--- src/design/omct_ram.sv ---
module omct_ram #(
  parameter int WIDTH = 8,
  parameter int DEPTH = 16,
  parameter int ADDR_W = (DEPTH > 1) ? $clog2(DEPTH) : 1
) (
  input  logic              clk,
  input  logic              we,
  input  logic [ADDR_W-1:0] waddr,
  input  logic [WIDTH-1:0]  wdata,
  input  logic [ADDR_W-1:0] raddr,
  output logic [WIDTH-1:0]  rdata
);

  logic [WIDTH-1:0] mem [DEPTH];

  always_ff @(posedge clk) begin
    if (we) begin
      mem[waddr] <= wdata;
    end
    rdata <= mem[raddr];
  end

endmodule

--- config.mk ---
export PLATFORM = sky130hd
export DESIGN_NAME = omct_ram
export DESIGN_NICKNAME = d
export VERILOG_FILES = /design/src/design/omct_ram.sv
export SDC_FILE = /design/constraint.sdc
export NUM_CORES = 1
export LEC_CHECK = 0
export BUFFER_PORTS_ARGS = -buffer_cell sky130_fd_sc_hd__buf_4
export CORE_MARGIN = 2
export CORE_UTILIZATION = 40
export CTS_BUF_LIST = sky130_fd_sc_hd__clkbuf_2
export CTS_CLUSTER_DIAMETER = 30
export DETAILED_ROUTE_END_ITERATION = 10
export PLACE_DENSITY = 0.63
export SLEW_MARGIN = 20
export SYNTH_ARGS = -nofsm -noshare
export SYNTH_HDL_FRONTEND = slang
export SYNTH_SLANG_ARGS = --single-unit
--- constraint.sdc ---
create_clock -name clk -period 1.8 [get_ports clk]
set_clock_uncertainty 0.05 [all_clocks]
set_input_delay 0.18 -clock clk [delete_from_list [all_inputs] [get_ports clk]]
set_output_delay 0.18 -clock clk [all_outputs]
set_load 0.02 [all_outputs]
Word-level counts from Yosys, hierarchy flattened
Memory sizes are Yosys's and may differ from the RTL's. A register that Yosys moved wholly into a read port is not among the register bits.
Cells that the tools add are included.
{"block": "classes", "mux": 2}
{"operator": "$mux 1", "count": 2}
{"block": "totals", "ram_bits": 128, "n_memories": 1, "in_bits": 18, "register_bits": 0, "wordCells": 3, "output_inout_bits": 8}
{"name": "mem", "words": 16, "word_bits": 8, "read_ports": 1, "rd_clocked_by_memory_dff": 1, "wr": 1, "line_no": "14", "source": "logic [WIDTH-1:0] mem [DEPTH];"}

Logic depth before layout (Yosys ltp)
{"block": "logic_depth", "depth_word": 2, "depth_mapped": 5, "ltp_nobuf": 3}

Least setup slack after synthesis
No wires, ideal clock.
{"block": "synth_timing", "path_type": "input to register", "start": "input port waddr[2]", "end": "memory mem[0][0] (enable)", "n_path_buf": 0, "slack_ns": 0.077, "setup_ns": 0.383, "t_required_ns": 1.367, "arrival_time_ns": 1.290, "path_stages": 2, "path_cell_list": "or3b_2 > nor3_1"}
{"item": "start: declaration", "line_no": "8", "source": "input logic [ADDR_W-1:0] waddr,"}
{"item": "end: declaration", "line_no": "14"}
Straight into the memory's write port.

Worst setup path after layout
{"block": "layout_timing", "start": "input port waddr[3]", "end": "memory mem[4][1] (enable)"}
Straight into the memory's write port.

==> impl_summary.log <==
INFO  metric layout_cells_sized_above_1 = 0.316
INFO  metric max-slew-margin-rel = 0.713
INFO  metric cts.repair.resized = 0
INFO  metric critPathArrivalTime = 2060 ps
INFO  metric grt_setup_unrepaired = no
INFO  metric placedInstanceArea = 0.00567 mm2
INFO  metric route.detailed.wl_per_inst = 19.9 um
INFO  metric syn2layout_area_growth = 17.9%
INFO  metric maxClockFrequency = 0.576 GHz
INFO  metric swShare = 0.233
INFO  metric post-dp-hpwl = 6250 um
INFO  metric fp.dieArea = 0.0138 mm2
INFO  metric io_buffers = 25
INFO  metric drc = 0
INFO  metric globalRouteTotalUtil = 0.149
INFO  metric grt_pass1_wl = 15000 um
INFO  metric cell_at_the_root_of_the_clock_tree = sky130_fd_sc_hd__clkbuf_2
INFO  metric fin_util = 0.483
INFO  metric power_report.internal_total = 4.36 mW
INFO  metric synthesis.yosys.warnings = 0
INFO  metric finalWorstSetupSlack = 63.5 ps
INFO  metric min_path_cells = 5
INFO  metric cts-hold-fix-buffers = 14
INFO  metric register_area = 0.00400 mm2
INFO  metric worstSetupPathType = in -> reg
INFO  metric finalPower = 5.69 mW
INFO  metric cts_made_buffers = 17
INFO  metric synth.cell_area = 0.00515 mm2
INFO  metric placed_cells_incl_taps = 440
INFO  metric antenna_left = 0
INFO  metric path_max_fanout = 6
INFO  metric power.clock.fraction = 0.303
INFO  metric vias_per_cell = 5.14
INFO  metric relative_contribution_of_sequential_cells_to_total_power = 0.625
INFO  metric r2r_start = mem[1][2]
INFO  metric htree_num_levels = 4
INFO  metric power_density = 937 mW/mm2
INFO  metric synthesis.instances = 229
INFO  metric gp_congestion = 0.754
INFO  metric crit_path_start_kind = primary input
INFO  metric floorplan.core_area = 0.0126 mm2
INFO  metric fin_crit = 1740 ps
INFO  metric cp.depth = 6
INFO  metric grt_overflow = 0
INFO  metric unique_cell_type_count_in_the_yosys_netlist = 19
INFO  metric drv_slew = 0
INFO  metric share_comb_of_total_power = 0.072
INFO  metric clk_transition_reported_paths = 190 ps
INFO  metric finalNonFillerCells = 488
INFO  metric worst_ep_required_time = 2120 ps
INFO  metric cp-end-kind = flop
INFO  metric tcrit_tclk_final = 0.965
INFO  metric setup_violation_total_in_the_final_timing_report = 0
INFO  metric worst_hold_startpoint = raddr[2]
INFO  metric worst-r2r-cell-count = 3
INFO  metric die_w = 117 um
INFO  metric crit_chain = dlygate4sd3_1 -> buf_4 -> nand3b_1 -> nor3_1 -> dlygate4sd3_1 -> buf_4
INFO  metric holdCritPathClass = in -> reg
INFO  metric syn-num-nets = 247
INFO  metric tns = 0 ps
INFO  metric cpMaxStageDelayCell = sky130_fd_sc_hd__dlygate4sd3_1
INFO  metric max_cap_viol_count = 0
INFO  metric p_leak = 2.05 nW
INFO  metric drt_first_iter_violations = 203
INFO  metric first_global_vias = 2572
INFO  metric final_wirelength = 9690 um
INFO  metric critical-path-max-stage-delay = 620 ps
INFO  metric transition_time_at_the_pin_with_the_least_slew_margin = 431 ps
INFO  metric result_of_the_run = completed
INFO  metric placement.setup.worst_slack = 148 ps
INFO  metric number_of_top_level_pins = 26
INFO  metric finalInstanceArea = 0.00607 mm2
INFO  metric num_antenna_cells = 0
INFO  metric crit_family = buffers and inverters
INFO  metric grt_start_max_net_pins = 17
INFO  metric rows = 41
INFO  metric critical_path.startpoint = waddr[3]
INFO  metric power.ir.vdd_worst = 0.000472 V
INFO  metric fin_worst_hold_slack = 52.9 ps
INFO  metric routed-via-count = 2506
INFO  metric filler_cell_count = 1045
INFO  metric final_nets = 321
INFO  metric ys_ff_latch = 136
INFO  metric switchingPower = 1.32 mW
INFO  metric cp_num_buf_inv = 4
INFO  metric clock-sinks = 136
INFO  metric start_util = 0.410
INFO  metric clockBufferDepth = 2
INFO  metric multiInputGateArea = 0.00106 mm2
INFO  metric post-cts-setup-buffers = 0
INFO  metric tritoncts = yes
INFO  metric dr_pass1_iterations = 5
INFO  metric insertion_delay = 640 ps
INFO  metric die_h = 117 um
INFO  metric hold_viol = 0
INFO  metric antenna_violations_before_repair = 0
INFO  metric post_synth.cell_area_avg = 22.5 um2
INFO  metric synth_sequential_area_ratio = 0.778
-- Yosys cell counts --
cell type,count,area (um2)
sky130_fd_sc_hd__a22oi_1,16,120
sky130_fd_sc_hd__mux4_2,18,405
sky130_fd_sc_hd__edfxtp_1,128,3840
sky130_fd_sc_hd__or3b_2,1,8.76
sky130_fd_sc_hd__buf_4,1,7.51
sky130_fd_sc_hd__and2b_1,1,7.51
sky130_fd_sc_hd__and2_1,1,6.26
sky130_fd_sc_hd__nand2b_1,2,12.5
sky130_fd_sc_hd__dfxtp_1,8,160
sky130_fd_sc_hd__nor2b_1,1,6.26
sky130_fd_sc_hd__buf_6,3,33.8
sky130_fd_sc_hd__nor2_1,13,48.8
sky130_fd_sc_hd__nand3_1,1,5.00
sky130_fd_sc_hd__buf_2,3,15.0
sky130_fd_sc_hd__clkdlybuf4s25_2,3,30.0
sky130_fd_sc_hd__nor3_1,4,20.0
sky130_fd_sc_hd__mux4_1,14,368
sky130_fd_sc_hd__nand3b_1,2,15.0
sky130_fd_sc_hd__nand2_1,9,33.8
-- final timing paths --
check | endpoint | slack, ps
setup / recovery | mem[4][1] | 60
hold / removal | rdata[5] | 50
setup reg to reg | rdata[2] | 390
hold reg to reg | rdata[5] | 660
-- state kept, by name, summed over array words and instances (netlist names) --
name	cells
mem	128
rdata	8
-- area by class of cell --
type                       count  area share
clock inverter                15      0.0252
timing repair buffer          65      0.0912
multi-input combinational     83       0.174
tap                          172      0.0355
clock buffer                  17      0.0140
sequential                   136       0.660
-- cell families (layout without fill, tap and decap cells) --
kind of cell,Yosys count,count (layout),synth area share
flip-flops,136,136,0.778
AND/OR/NAND/NOR,35,35,0.0318
multiplexers,32,32,0.150
AO/OA/AOI/OAI,16,16,0.0233
buffers and inverters,10,97,0.0168
-- worst min-delay path: stages --
cell and delay (ps):
sky130_fd_sc_hd__buf_4 90, sky130_fd_sc_hd__nor2b_1 40, sky130_fd_sc_hd__buf_4 170, sky130_fd_sc_hd__a22oi_1 180, sky130_fd_sc_hd__nand2_1 60
-- placed cells by master, fill, tap and decap left out, drive strengths merged, types with 2 or more instances in the layout --
master and count:
dlygate4sd3 16, nand2 9, edfxtp 128, clkbuf 17, clkinvlp 5, nand3b 2, nor3 4, mux4 32
bufinv 2, buf 49, nor2 13, nand2b 2, a22oi 16, clkinv 6, inv 2, dfxtp 8
-- metal layers --
layer | track usage | up-vias | share of wire
met5 | 0 | - | 0
met1 | 0.218 | 1291 | 0.48
met2 | 0.217 | 87 | 0.45
met3 | 0.0545 | 8 | 0.062
li1 | - | 1120 | -
met4 | 0.0294 | 0 | 0.0067
-- power groups by stage --
| stage | Clock, mW | Combinational [mW] | Sequential [mW] |
|---|---|---|---|
| after floorplan | 0 | 0.180 | 3.65 |
| after global placement | 0 | 0.377 | 3.62 |
| after detailed placement | 0 | 0.384 | 3.63 |
| after CTS | 1.77 | 0.408 | 3.56 |
| after global routing | 1.93 | 0.440 | 3.56 |
| final | 1.72 | 0.409 | 3.55 |
No activity file was read; power rests on OpenSTA's default activity.
