**src/design/omct_pkg.sv**
```systemverilog
package omct_pkg;

  localparam int SLOT_COUNT = 256;
  localparam int SLOT_W = (SLOT_COUNT > 1) ? $clog2(SLOT_COUNT) : 1;
  localparam int ENTRY_W = 32 + 32 + 32 + 64 + 64 + 64;

  typedef struct packed {
    logic [31:0] count;
    logic [31:0] mean_x;
    logic [31:0] mean_y;
    logic [63:0] sum_sq_x;
    logic [63:0] sum_sq_y;
    logic [63:0] co_moment;
  } entry_t;

  // Divider request and result between sequencer and divider
  typedef struct packed {
    logic        start;
    logic        neg;
    logic [32:0] mag;
    logic [31:0] divisor;
  } div_req_t;

  typedef struct packed {
    logic        done;
    logic [33:0] quot;
  } div_rsp_t;

  // Saturating signed 64-bit add
  function automatic logic [63:0] sat_add(input logic [63:0] a, input logic [63:0] b);
    logic [63:0] s;
    begin
      s = a + b;
      if (a[63] == b[63] && s[63] != a[63]) begin
        sat_add = a[63] ? 64'h8000_0000_0000_0000 : 64'h7fff_ffff_ffff_ffff;
      end else begin
        sat_add = s;
      end
    end
  endfunction

endpackage

```
**src/design/omct_div.sv**
```systemverilog
module omct_div (
  input  logic             clk,
  input  logic             rst,
  input  omct_pkg::div_req_t req,
  output omct_pkg::div_rsp_t rsp
);

  // Restoring division, one quotient bit per cycle; signed result truncates toward zero
  logic [32:0] quo;
  logic [32:0] rem;
  logic [31:0] dvs;
  logic        neg;
  logic [5:0]  cnt;
  logic        busy;
  logic        fin;
  logic [33:0] trial;
  logic [32:0] rem_sh;

  always_comb begin
    rem_sh = {rem[31:0], quo[32]};
    trial  = {1'b0, rem_sh} - {2'b00, dvs};
  end

  // 33 steps, then the signed quotient is registered with a single done pulse
  always_ff @(posedge clk) begin
    if (rst) begin
      busy     <= 1'b0;
      fin      <= 1'b0;
      rsp.done <= 1'b0;
      cnt      <= '0;
    end else begin
      rsp.done <= fin;
      fin      <= busy && (cnt == 6'd1);
      if (fin) begin
        rsp.quot <= neg ? -{1'b0, quo} : {1'b0, quo};
      end
      if (req.start) begin
        busy <= 1'b1;
        quo  <= req.mag;
        rem  <= '0;
        dvs  <= req.divisor;
        neg  <= req.neg;
        cnt  <= 6'd33;
      end else if (busy) begin
        if (!trial[33]) begin
          rem <= trial[32:0];
          quo <= {quo[31:0], 1'b1};
        end else begin
          rem <= rem_sh;
          quo <= {quo[31:0], 1'b0};
        end
        cnt <= cnt - 6'd1;
        if (cnt == 6'd1) begin
          busy <= 1'b0;
        end
      end
    end
  end

endmodule

```
**config.mk**
```make
export PLATFORM = sky130hd
export DESIGN_NAME = omct_div
export DESIGN_NICKNAME = d
export VERILOG_FILES = /design/src/design/omct_pkg.sv /design/src/design/omct_div.sv
export SDC_FILE = /design/constraint.sdc
export NUM_CORES = 1
export LEC_CHECK = 0
export ABC_CLOCK_PERIOD_IN_PS = 3900
export BUFFER_PORTS_ARGS = -buffer_cell sky130_fd_sc_hd__buf_2
export CORE_MARGIN = 4
export CORE_UTILIZATION = 42
export DETAILED_ROUTE_END_ITERATION = 8
export GPL_ROUTABILITY_DRIVEN = 0
export PLACE_DENSITY = 0.71
export SETUP_SLACK_MARGIN = 0.2
export SLEW_MARGIN = 25
export SYNTH_ARGS = -nofsm -noshare
export SYNTH_HDL_FRONTEND = slang
export SYNTH_SLANG_ARGS = --single-unit
export TNS_END_PERCENT = 10
```
**constraint.sdc**
```tcl
create_clock -name clk -period 3.9 [get_ports clk]
set_clock_uncertainty 0.1 [all_clocks]
set_input_delay 0.195 -clock clk [delete_from_list [all_inputs] [get_ports clk]]
set_output_delay 0.195 -clock clk [all_outputs]
set_load 0.1 [all_outputs]
```
Word-level counts from Yosys, hierarchy flattened --
Index checks and enable logic that the tools add are counted.
Word-level totals: input port bits 69, output and inout bits 35, flip-flop bits (word level) 141, word-level logic and storage cells 33
Operators by class: multiplexer cells 11, equality and inequality tests 1, bitwise operators 1, $add $sub $neg 3, reductions and logical operators 6
Operators with widths (number):
- two-way mux 33 bit | 3
- two-way mux 32 bit | 2
- negator 33 -> 34 bit | 1
- subtractor 33 x 32 -> 34 bit | 1
- two-way mux 6 bit | 2
- equality test 6 x 1 -> 1 bit, second input constant | 1
- AND reduction 2 bit | 3
- subtractor 6 x 1 -> 6 bit, second input constant | 1
- two-way mux 1 bit | 4
- nonzero test 2 bit | 1
- OR reduction 2 bit | 1
- logical AND 1 bit | 1
- inverter 1 bit | 1

Longest topological paths before layout --
Gate-level depths: netlist (run 1).
depth in word-level cells 4, gate-level depth with buffers 13, mapped depth without buffers 13

Worst setup path before layout (run 1) --
No wires, ideal clock.
path type input -> register, start point in req[66] (netlist name), end point reg quo[0] (enable), data arrival time 3.551 ns, buffers on the path 2, path slack -0.239 ns, stages on the path 4, required time 3.312 ns, library setup time 0.488 ns, path through clkbuf_1 clkbuf_1 nor2_1 nor2_1
On the way: word-level cells in the longest chain between the ends 2
RTL lines:
- start: declaration | RTL line omct_div.sv:4 | input omct_pkg::div_req_t req,
- nonzero test 2 bit (no line)
- AND reduction 2 bit (no line)
- end signal: assignment | RTL line omct_div.sv:39 | quo <= req.mag;
- end signal: assignment | RTL line omct_div.sv:47 | quo <= {quo[31:0], 1'b1};
- end signal: assignment | RTL line omct_div.sv:50 | quo <= {quo[31:0], 1'b0};
- end: declaration | RTL line omct_div.sv:9 | logic [32:0] quo;
No other way between the ends. A chain may end at the register's enable or synchronous reset.

Worst setup path after layout (run 1) --
start point reg quo[7], end point reg rsp[31] (netlist name) (data pin)
On the way: word-level cells in the longest chain between the ends 2
RTL lines:
- negator 33 -> 34 bit | RTL line omct_div.sv:35 | rsp.quot <= neg ? -{1'b0, quo} : {1'b0, quo};
- two-way mux 33 bit | RTL line omct_div.sv:35
- end: declaration | RTL line omct_div.sv:5 | output omct_pkg::div_rsp_t rsp
No other way between the ends.

==> summary.md, run 1 <==
| Metric | Value |
|---|---|
| Outcome | `complete, no violations` |
| Yosys reg bits | `roughly 140` |
| Total wire length | `17.85 mm` |
| Vias in the first global route | `5851` |
| Number of distinct library cell variants in the gate-level netlist after synthesis | `between 50 and 60` |
| Detailed Route Iter0 Violations | `roughly 370` |
| Final core utilization | `between 50% and 60%` |
| Timing-limited maximum frequency | `285.9 MHz` |
| Filler cell count in the final layout | `~1500` |
| Overall fraction of global-route tracks in use | `approximately 18%` |
| Count of standard-cell rows | `just under 50` |
| Number of nets with antenna violations after routing | `0` |
| Biggest area contributors in the synthesized netlist | `edfxtp_1 51%, xnor2_1 5.9%, ha_1 5.7%` |
| Crit Path Class | `reg -> reg` |
| Nets | `945` |
| Die footprint | `roughly 21000 um^2` |
| Sum of buffers and inverters on the critical path | `0` |
| RSZ-0062 raised after global routing | `false` |
| Yosys warnings | `0` |
| Seq. cell area | `4144 um^2` |
| Ordered list of cells on the worst path | `or4_4, or3_4, nor3_4, nand3_2, or4_4, or4_4, nand2b_4, o41ai_4, xnor2_1` |
| Post-Syn Area per Cell | `about 12 um^2` |
| Combinational family with the most area after synthesis | `compound AO/OA/AOI/OAI gates` |
| Min-delay worst type | `in -> reg` |
| Adder and majority gate portion of the synthesized area | `about 5.9%` |
| First-pass GRT wire length | `roughly 29 mm` |
| Final Max Slew Viols | `0` |
| Multiplexer area fraction after synthesis | `4.517%` |
| Area share of the largest cell type after synthesis | `51.29%` |
| Sum of net half-perimeters after detailed placement | `11.79 mm` |
| Transition time at the pin with the least slew margin | `0.8792 ns` |
| Area added between synthesis and finish | `27.46%` |
| Required time reported for the critical path endpoint | `3.97 ns` |
| Clock power frac | `slightly below 40%` |
| Critical Path Start Type | `flop` |
| R2r setup slk | `around 0.40 ns` |
| Final setup TNS | `0 ns` |
| Drt first pass iters | `5` |
| Net switching share of the total power | `approximately 27%` |
| Crit path depth | `9` |
| Share of flip-flops with an asynchronous set or reset | `0%` |
| Antenna violations before repair | `0` |
| Largest net degree at the start of global routing | `72` |
| Synthesized net count | `776` |
| Die height | `143.7 um` |
| Sequential fraction of the synthesis area | `53.62%` |
| Power per standard cell area | `between 400 and 500 nW/um^2` |
| Slowest cell on the critical path | `or4_4` |
| Max-cap violations | `0` |
| Final critical-path share of the clock period | `about 90%` |
| Fin crit period | `around 3.5 ns` |
| CP peak stage delay | `approximately 0.55 ns` |
| Peak fanout along the critical path | `5` |
| Count of cells along the worst hold path | `2` |
| Resized cells post-CTS | `0` |
| Number of antenna diodes | `0` |
| CTS H-Tree Depth | `4` |
| Top-Level Pins | `approximately 100` |
| Share of cells above drive strength 1 | `about a quarter` |
| Area of the multi-input gates | `~3300 um^2` |
| Simple-gate area share of the yosys netlist | `between 10% and 20%` |
| CTS tree | `built` |
| Clock-pin slew on the worst setup and hold paths | `roughly 0.06 ns` |
| Largest delay share family, worst path | `simple AND/OR/NAND/NOR gates` |
| Area share of xor/xnor cells in the synthesized design | `under 10%` |
| Port Buffers | `103` |
| Sequential cell fraction of total power | `between 40% and 50%` |
| Vias after detailed routing | `5864` |
| Data arrival time of the critical path | `about 3.6 ns` |
| Core area | `approximately 18000 um^2` |
| Headroom to the max-slew limit | `41.38%` |
| Reg2reg path depth | `9` |
| Cell accounting for the most synthesized area | `edfxtp_1` |
| Crit path capture type | `flop` |
| Instance count of the mapped netlist | `~670` |
| Internal power consumption | `around 3.3 mW` |
| Area of the mapped netlist | `just under 8000 um^2` |
| Die Wd | `~140 um` |
| Routed wire per std cell | `roughly 17 um` |
| Compound-cell area share of the yosys netlist | `13.62%` |
| Post-route DRC | `0` |
| Initial core utilization | `about 43%` |
| Number of vias per cell after detailed routing | `between 5 and 6` |
| Hold Fails Final Rpt | `0` |
| CTS max path bufs | `2` |
| Net switching power figure | `1.237 mW` |
| Setup violators final | `0` |
| Logic gate share of total power | `between 20% and 30%` |
| Number of sinks on the clock net | `around 140` |
| Overflow left after global routing | `0` |
| Number of enable-type register cells in the synthesized netlist | `132` |
| VDD IR max | `around 0.37 mV` |
| Buffer type at the clock tree root | `clkbuf_16` |
| Static Leakage | `3.828 nW` |
| Top_reg_cell synth | `edfxtp_1` |
| Source-to-sink clock delay at the later pin of the worst-skew pair | `between 0.4 and 0.5 ns` |
| Most prevalent standard cell on the critical path | `or4_4` |
| Number of clock buffers inserted by TritonCTS | `17` |
==> registers in the layout (all words and copies together) (netlist names) <==
name	flops
busy	1
quo	33
rsp	35
rem	32
fin	1
neg	1
dvs	32
cnt	6
==> path summary, 6_finish.rpt <==
| path | startpoint | end |
|---|---|---|
| worst min register to register | fin$_SDFF_PP0_ | rsp[34]$_SDFF_PP0_ |
| worst min-delay path | req[64] | quo[32]$_DFFE_PP_ |
| worst max-delay path | quo[7]$_DFFE_PP_ | rsp[31]$_DFFE_PP_ |
| worst max register to register | quo[7]$_DFFE_PP_ | rsp[31]$_DFFE_PP_ |
==> per-layer routing <==
layer  share of wire [%]  global-route usage, %
met1                  45                  24.13
met2                  47                  28.85
met3                 6.2                  3.794
met4                 1.5                  5.500
met5                   0                      0
==> per-stage QoR <==
| step | hold slack (ns) | cell area [um^2] | cells | setup WS (ns) | power (mW) |
|---|---|---|---|---|---|
| after CTS | 0.001447 | 9823 | 1080 | 0.4014 | 4.544 |
| after floorplan | 0.1666 | 7731 | 671 | 0.5923 | 2.511 |
| after global routing | 0.001431 | 9851 | 1081 | 0.2458 | 4.730 |
| after detailed placement | 0.2731 | 8537 | 984 | 0.4108 | 2.729 |
| final | 0.01528 | 9851 | 1081 | 0.4019 | 4.518 |
| after global placement | 0.2720 | 8537 | 984 | 0.4943 | 2.717 |
==> power by group through the flow <==
stage / Combinational (mW) / Sequential (mW) / Clock (mW)
after detailed placement: 0.840 / 1.89 / 0
after CTS: 0.895 / 1.86 / 1.79
final: 0.902 / 1.86 / 1.76
after floorplan: 0.618 / 1.89 / 0
after global routing: 1.00 / 1.87 / 1.86
after global placement: 0.831 / 1.89 / 0
==> synthesized netlist by cell type, types with 6 or more instances <==
| master | number |
|---|---|
| a211oi_1 | 7 |
| a21o_1 | 15 |
| a21oi_1 | 44 |
| and3_1 | 6 |
| clkbuf_1 | 30 |
| dfxtp_1 | 9 |
| edfxtp_1 | 132 |
| ha_1 | 35 |
| inv_1 | 40 |
| mux2_2 | 31 |
| nand2_1 | 39 |
| nand3_1 | 26 |
| nand4_1 | 16 |
| nor2_1 | 27 |
| nor2b_1 | 7 |
| nor3_1 | 14 |
| o21a_1 | 7 |
| o21ai_0 | 34 |
| o31ai_1 | 17 |
| xnor2_1 | 52 |
| xor2_1 | 9 |
==> kinds of logic (layout without fill, tap and decap cells) <==
| group | Yosys count | in the layout |
|---|---|---|
| compound gates | 161 | 161 |
| xor+xnor | 61 | 61 |
| fa+ha+maj | 36 | 36 |
| buf+inv | 71 | 252 |
| flops | 141 | 141 |
| mux | 31 | 31 |
| simple gates | 170 | 170 |
==> layout make-up <==
cell class | instances | share of cell area [%]
multi-input combinational | 459 | 33.93
clock buffer | 17 | 4.319
inverter | 41 | 1.562
timing repair buffer | 180 | 13.08
sequential | 141 | 42.07
tap | 229 | 2.909
clock inverter | 14 | 2.134
==> timing repair <==
action | 4_1_cts | 5_1_grt
hold endpoints to repair | 65 | 0
hold buffers | 65 | 0
setup buffers | 0 | 0
==> worst register-to-register path, cell delays in order (launching register included) <==
cell	delay [ns]
edfxtp_1	0.46
or4_4	0.56
or3_4	0.37
nor3_4	0.15
nand3_2	0.12
or4_4	0.51
or4_4	0.47
nand2b_4	0.18
o41ai_4	0.24
xnor2_1	0.09
==> cell usage in the layout, fill, tap and decap left out, types with 6 or more instances in the layout <==
master,n
edfxtp_1,132
dfxtp_1,9
xnor2_1,52
nor2_1,25
nor3_1,14
o21a_1,7
dlygate4sd3_1,65
ha_1,35
and3_1,6
a21oi_1,44
clkbuf_16,17
buf_2,103
a21o_1,15
nor2b_1,6
inv_1,40
mux2_2,31
nand3_1,26
o21ai_0,34
xor2_1,9
o31ai_1,17
nand4_1,16
buf_4,10
a211oi_1,7
nand2_1,39
(Power assumes the default switching activity.)
==> run 2: changes to the inputs <==
--- a/config.mk
+++ b/config.mk
@@ -7,6 +7,7 @@
 export LEC_CHECK = 0
 export ABC_CLOCK_PERIOD_IN_PS = 3900
 export BUFFER_PORTS_ARGS = -buffer_cell sky130_fd_sc_hd__buf_2
+export CORE_ASPECT_RATIO = 1.5
 export CORE_MARGIN = 4
 export CORE_UTILIZATION = 42
 export DETAILED_ROUTE_END_ITERATION = 8
==> summary.md, run 2 (synthesis gave the netlist of run 1 again) <==
| Metric | Value |
|---|---|
| Max FFs per register | `35 (unchanged)` |
| Worst R2R Start | `quo[7]$_DFFE_PP_` |
| Register name with the most flops | `rsp` |
| Share of cells above drive strength 1 | `23.71% (+0.24 points)` |
| Setup violators final | `0 (unchanged)` |
| Timing-limited maximum frequency | `283.5 MHz (-0.82%)` |
| Routed wire per std cell | `16.80 um (+1.7%)` |
| Hold Fails Final Rpt | `0 (unchanged)` |
| Final setup TNS | `0 ns (unchanged)` |
| Crit path capture type | `flop` |
| Reg2reg path depth | `9 (unchanged)` |
| Logic gate share of total power | `19.3% (-0.7 points)` |
| Startpoint of the worst hold path | `req[64]` |
| Port Buffers | `103 (unchanged)` |
| Most common cell after layout, fill and taps aside | `edfxtp_1` |
| Required time reported for the critical path endpoint | `3.97 ns (about the same)` |
| CTS max path bufs | `2 (unchanged)` |
| Vias after detailed routing | `5821 (-0.73%)` |
| Die height | `174.1 um (+21%)` |
| Net switching power figure | `1.221 mW (-1.2%)` |
| CTS tree | `built` |
| R2r setup slk | `0.37 ns (-0.03 ns)` |
| Post-route DRC | `0 (unchanged)` |
| VDD IR max | `0.3049 mV (-18%)` |
| Core area | `18020 um^2 (about the same)` |
| Overflow left after global routing | `0 (unchanged)` |
| Final Max Slew Viols | `0 (unchanged)` |
| Filler cell count in the final layout | `1564 (+2.3%)` |
| Number of clock buffers inserted by TritonCTS | `17 (unchanged)` |
| Sum of net half-perimeters after detailed placement | `12.25 mm (+3.9%)` |
| Die footprint | `20680 um^2 (+0.22%)` |
| Pre-CTS WS | `0.3838 ns (-0.02699 ns)` |
| Outcome | `complete, no violations` |
| Ordered list of cells on the worst path | `or4_4, or3_4, nor3_4, nand3_2, or4_4, or4_4, nand2b_4, o41ai_4, xnor2_1` |
| Final critical-path share of the clock period | `90.44% (+0.74 points)` |
| Nets | `948 (+0.32%)` |
| Fin crit period | `3.527 ns (+0.02898 ns)` |
| Worst hold margin | `0.01126 ns (-0.004016 ns)` |
| Count of standard-cell rows | `60 (+22%)` |
| Vias in the first global route | `6040 (+3.2%)` |
| Source-to-sink clock delay at the later pin of the worst-skew pair | `0.43 ns (about the same)` |
| Crit path depth | `9 (unchanged)` |
| Sequential cell fraction of total power | `39.1% (-2.1 points)` |
| Clock-pin slew on the worst setup and hold paths | `0.06 ns (about the same)` |
| RR Endpoint | `rsp[31]$_DFFE_PP_` |
| Area added between synthesis and finish | `28.56%` |
| Static Leakage | `3.874 nW (+1.2%)` |
| CTS H-Tree Depth | `4 (unchanged)` |
| Headroom to the max-slew limit | `33.92% (-7.5 points)` |
| Most prevalent standard cell on the critical path | `or4_4` |
| Antenna violations before repair | `0 (unchanged)` |
| Die Wd | `118.8 um (-17%)` |
| Number of antenna diodes | `0 (unchanged)` |
| Slowest cell on the critical path | `or4_4` |
| Internal power consumption | `3.533 mW (+7.7%)` |
| Largest net degree at the start of global routing | `35 (-51%)` |
| Overall fraction of global-route tracks in use | `18.00% (+0.19 points)` |
| Power per standard cell area | `478.5 nW/um^2 (+4.3%)` |
| Number of cells in the finished layout apart from fillers | `1073 (-0.74%)` |
| Crit Path Class | `reg -> reg` |
| RSZ-0062 raised after global routing | `false` |
| Number of vias per cell after detailed routing | `5.425 (about the same)` |
| Largest registers | `rsp: 35 flops, quo: 33 flops` |
| Largest delay share family, worst path | `simple AND/OR/NAND/NOR gates` |
| Total wire length | `18.02 mm (+0.99%)` |
| Critical Path Start Type | `flop` |
| Number of nets with antenna violations after routing | `0 (unchanged)` |
| Sum of buffers and inverters on the critical path | `0 (unchanged)` |
| First-pass GRT wire length | `29.75 mm (+2.3%)` |
| Max-cap violations | `0 (unchanged)` |
| Data arrival time of the critical path | `3.60 ns (+0.03 ns)` |
| Hold EP | `quo[32]$_DFFE_PP_` |
| Most frequent cells in the layout | `132 x edfxtp_1, 103 x buf_2, 65 x dlygate4sd3_1, 52 x xnor2_1, 44 x a21oi_1` |
| Peak fanout along the critical path | `5 (unchanged)` |
| Detailed Route Iter0 Violations | `403 (+8.6%)` |
| Number of sinks on the clock net | `141 (unchanged)` |
| Count of cells along the worst hold path | `2 (unchanged)` |
| Postcts setup bufs | `0 (unchanged)` |
| Net switching share of the total power | `25.69% (-1.7 points)` |
| Initial core utilization | `42.90% (about the same)` |
| Setup slack of the critical path after layout | `0.3729 ns (-0.02898 ns)` |
| Tot Pwr | `4.755 mW (+5.2%)` |
| Buffer type at the clock tree root | `clkbuf_16` |
| Min-delay worst type | `in -> reg` |
| Transition time at the pin with the least slew margin | `0.9889 ns (+0.1096 ns)` |
| Top-Level Pins | `104 (unchanged)` |
| Clock power frac | `41.7% (+2.8 points)` |
| CP peak stage delay | `0.55 ns (about the same)` |
| Drt first pass iters | `4 (-1)` |
| Placed cell count | `976 (-0.81%)` |
-- run 2: layout make-up --
class,instances,area (um^2),area share [%]
Clock buffer,17,425.4,4.282
Clock inverter,15,290.3,2.922
Inverter,41,153.9,1.549
Multi-Input combinational cell,459,3347,33.69
Sequential cell,141,4144,41.71
Tap cell,217,271.5,2.733
Timing Repair Buffer,183,1304,13.12
-- run 2: metrics by stage --
step / instance area [um^2] / util, %
3_5_place_dp: 8563 / 47.53
5_1_grt: 9936 / 55.15
3_3_place_gp: 8563 / 47.53
2_1_floorplan: 7731 / -
6_report: 9936 / 55.15
4_1_cts: 9930 / 55.11
-- run 2: worst max path at each step --
stage                                   end             start  slack, ns
final                     rsp[31]$_DFFE_PP_  quo[7]$_DFFE_PP_       0.37
after CTS                 rsp[31]$_DFFE_PP_  quo[7]$_DFFE_PP_       0.36
after global placement    rsp[31]$_DFFE_PP_  quo[7]$_DFFE_PP_       0.46
after detailed placement  rsp[31]$_DFFE_PP_  quo[7]$_DFFE_PP_       0.38
after floorplan           rsp[31]$_DFFE_PP_  quo[7]$_DFFE_PP_       0.59
after global routing      rsp[31]$_DFFE_PP_  quo[7]$_DFFE_PP_       0.26
-- run 2: power groups by stage --
stage          registers, mW  logic [mW]  clock network [mW]
2_1_floorplan           1.89       0.618                   0
3_3_place_gp            1.88       0.850                   0
3_5_place_dp            1.89       0.860                   0
4_1_cts                 1.86       0.917                2.01
5_1_grt                 1.87        1.02                2.07
6_report                1.86       0.917                1.98
-- run 2: layer usage --
| metal | routed length, um | GRT usage [%] |
|---|---|---|
| met1 | 6948 | 19.18 |
| met2 | 9851 | 34.12 |
| met3 | 722 | 3.548 |
| met4 | 502 | 7.540 |
| met5 | 0 | 0 |
-- run 2: timing repair --
item	4_1_cts	5_1_grt
setup endpoints to repair	0	2
resized for setup	0	1
hold buffers	65	0
hold endpoints to repair	65	0
==> run 3: changes to the inputs <==
--- a/config.mk
+++ b/config.mk
@@ -12,7 +12,6 @@
 export CORE_UTILIZATION = 42
 export DETAILED_ROUTE_END_ITERATION = 8
 export GPL_ROUTABILITY_DRIVEN = 0
-export PLACE_DENSITY = 0.71
 export SETUP_SLACK_MARGIN = 0.2
 export SLEW_MARGIN = 25
 export SYNTH_ARGS = -nofsm -noshare
==> summary.md, run 3 (synthesis gave the netlist of run 1 again) <==
| Metric | Value |
|---|---|
| Power per standard cell area | `461.7 nW/um^2 (-3.5%)` |
| Core area | `18020 um^2 (unchanged)` |
| Peak fanout along the critical path | `4 (-1)` |
| CTS H-Tree Depth | `4 (unchanged)` |
| Data arrival time of the critical path | `3.56 ns (-0.04 ns)` |
| Overflow left after global routing | `0 (unchanged)` |
| Critical Path Start Type | `flop` |
| Transition time at the pin with the least slew margin | `0.6812 ns (-0.3076 ns)` |
| Port Buffers | `103 (unchanged)` |
| Final Max Slew Viols | `0 (unchanged)` |
| Post-route DRC | `0 (unchanged)` |
| Clock-pin slew on the worst setup and hold paths | `0.06 ns (about the same)` |
| Number of clock buffers inserted by TritonCTS | `17 (unchanged)` |
| Final setup TNS | `0 ns (unchanged)` |
| RR Endpoint | `rem[24]$_SDFFCE_PP0P_` |
| Final core utilization | `54.49% (-0.66 points)` |
| Setup violators final | `0 (unchanged)` |
| Fin crit period | `3.490 ns (-0.03701 ns)` |
| Most frequent cells in the layout | `132 x edfxtp_1, 103 x buf_2, 63 x dlygate4sd3_1, 52 x xnor2_1, 44 x a21oi_1` |
| Sum of net half-perimeters after detailed placement | `12.48 mm (+1.9%)` |
| Number of sinks on the clock net | `141 (unchanged)` |
| First-pass GRT wire length | `29.94 mm (+0.63%)` |
| Reg2reg path depth | `13 (+4)` |
| Placed cell count | `974 (-0.20%)` |
| Initial core utilization | `42.90% (unchanged)` |
| Overall fraction of global-route tracks in use | `17.80% (-0.20 points)` |
| Count of standard-cell rows | `60 (unchanged)` |
| Max FFs per register | `35 (unchanged)` |
| Share of cells above drive strength 1 | `23.12% (-0.59 points)` |
| Source-to-sink clock delay at the later pin of the worst-skew pair | `0.42 ns (about the same)` |
| Largest registers | `rsp: 35 flops, quo: 33 flops` |
| Vias after detailed routing | `5897 (+1.3%)` |
| Total wire length | `18.23 mm (+1.2%)` |
| Hold EP | `quo[4]$_DFFE_PP_` |
| CTS tree | `built` |
| Die height | `174.1 um (unchanged)` |
| Antenna violations before repair | `0 (unchanged)` |
| Crit path capture type | `flop` |
| Register name with the most flops | `rsp` |
| Headroom to the max-slew limit | `54.48% (+21 points)` |
| Top-Level Pins | `104 (unchanged)` |
| Nets | `945 (-0.32%)` |
| Number of nets with antenna violations after routing | `0 (unchanged)` |
| Most common cell after layout, fill and taps aside | `edfxtp_1` |
| Required time reported for the critical path endpoint | `3.97 ns (about the same)` |
| Number of vias per cell after detailed routing | `5.516 (+1.7%)` |
| Count of cells along the worst hold path | `2 (unchanged)` |
| Postcts setup bufs | `0 (unchanged)` |
| Detailed Route Iter0 Violations | `417 (+3.5%)` |
| Largest net degree at the start of global routing | `46 (+31%)` |
| Worst R2R Start | `quo[32]$_DFFE_PP_` |
| Die Wd | `118.8 um (unchanged)` |
| R2r setup slk | `0.41 ns (+0.04 ns)` |
| Die footprint | `20680 um^2 (unchanged)` |
| Drt first pass iters | `5 (+1)` |
| Max-cap violations | `0 (unchanged)` |
| Min-delay worst type | `in -> reg` |
| Routed wire per std cell | `17.06 um (+1.5%)` |
| Buffer type at the clock tree root | `clkbuf_16` |
| Timing-limited maximum frequency | `286.5 MHz (+1.1%)` |
| Vias in the first global route | `6157 (+1.9%)` |
| RSZ-0062 raised after global routing | `false` |
| Worst hold margin | `0.007230 ns (-0.004033 ns)` |
| Crit Path Class | `reg -> reg` |
| CTS max path bufs | `2 (unchanged)` |
| Startpoint of the worst hold path | `req[36]` |
| Hold Fails Final Rpt | `0 (unchanged)` |
| VDD IR max | `0.3204 mV (+5.1%)` |
| Outcome | `complete, no violations` |
| Final critical-path share of the clock period | `89.49% (-0.95 points)` |
| Area added between synthesis and finish | `27.02%` |
| Static Leakage | `3.818 nW (-1.5%)` |
| Number of cells in the finished layout apart from fillers | `1069 (-0.37%)` |
| Number of antenna diodes | `0 (unchanged)` |
==> run 3: cell type report <==
class,count,area [um^2]
fill,1544,8200
sequential,141,4144
multi-input combinational,459,3336
timing repair buffer,180,1284
clock buffer,21,440.4
tap,217,271.5
clock inverter,10,187.7
inverter,41,153.9
==> run 3: critical path: stages, from the launching register on <==
cell,delay (ns)
edfxtp_1,0.41
inv_1,0.10
ha_1,0.17
inv_1,0.05
fa_1,0.40
a21oi_1,0.24
nor2_1,0.10
o31ai_1,0.27
a21o_1,0.25
a31oi_1,0.21
a21oi_1,0.41
o21bai_1,0.13
xor2_1,0.16
a31o_2,0.25
==> run 3: worst max-delay path by stage <==
stage | start | to | slack [ns]
6_report | quo[32]$_DFFE_PP_ | rem[24]$_SDFFCE_PP0P_ | 0.41
5_1_grt | rem[3]$_SDFFCE_PP0P_ | rem[25]$_SDFFCE_PP0P_ | 0.20
4_1_cts | quo[7]$_DFFE_PP_ | rsp[31]$_DFFE_PP_ | 0.38
3_5_place_dp | quo[7]$_DFFE_PP_ | rsp[31]$_DFFE_PP_ | 0.39
3_3_place_gp | quo[7]$_DFFE_PP_ | rsp[31]$_DFFE_PP_ | 0.46
2_1_floorplan | quo[7]$_DFFE_PP_ | rsp[31]$_DFFE_PP_ | 0.59
==> run 3: where the power goes <==
part	internal [mW]	switching (mW)
sequential	1.79	0.0679
combinational	0.407	0.506
clock	1.13	0.629
==> run 3: through the flow <==
stage	power, mW	area [um^2]	worst slack (ns)
floorplan	2.511	7731	0.5923
global placement	2.725	8531	0.4597
detailed placement	2.739	8531	0.3890
CTS	4.562	9789	0.3839
global route	4.739	9817	0.2031
finish	4.533	9817	0.4099
==> run 3: timing repair <==
action | CTS | global route
hold buffers | 63 | 0
hold endpoints to repair | 63 | 0
gates resized for setup | 0 | 0
==> run 3: metal layers <==
metal,global-route usage [%],share of wire [%],wire (um)
met3,2.930,4.4,808
met4,7.588,2.6,467
met1,19.96,40,7299
met2,32.98,53,9659
met5,0,0,0
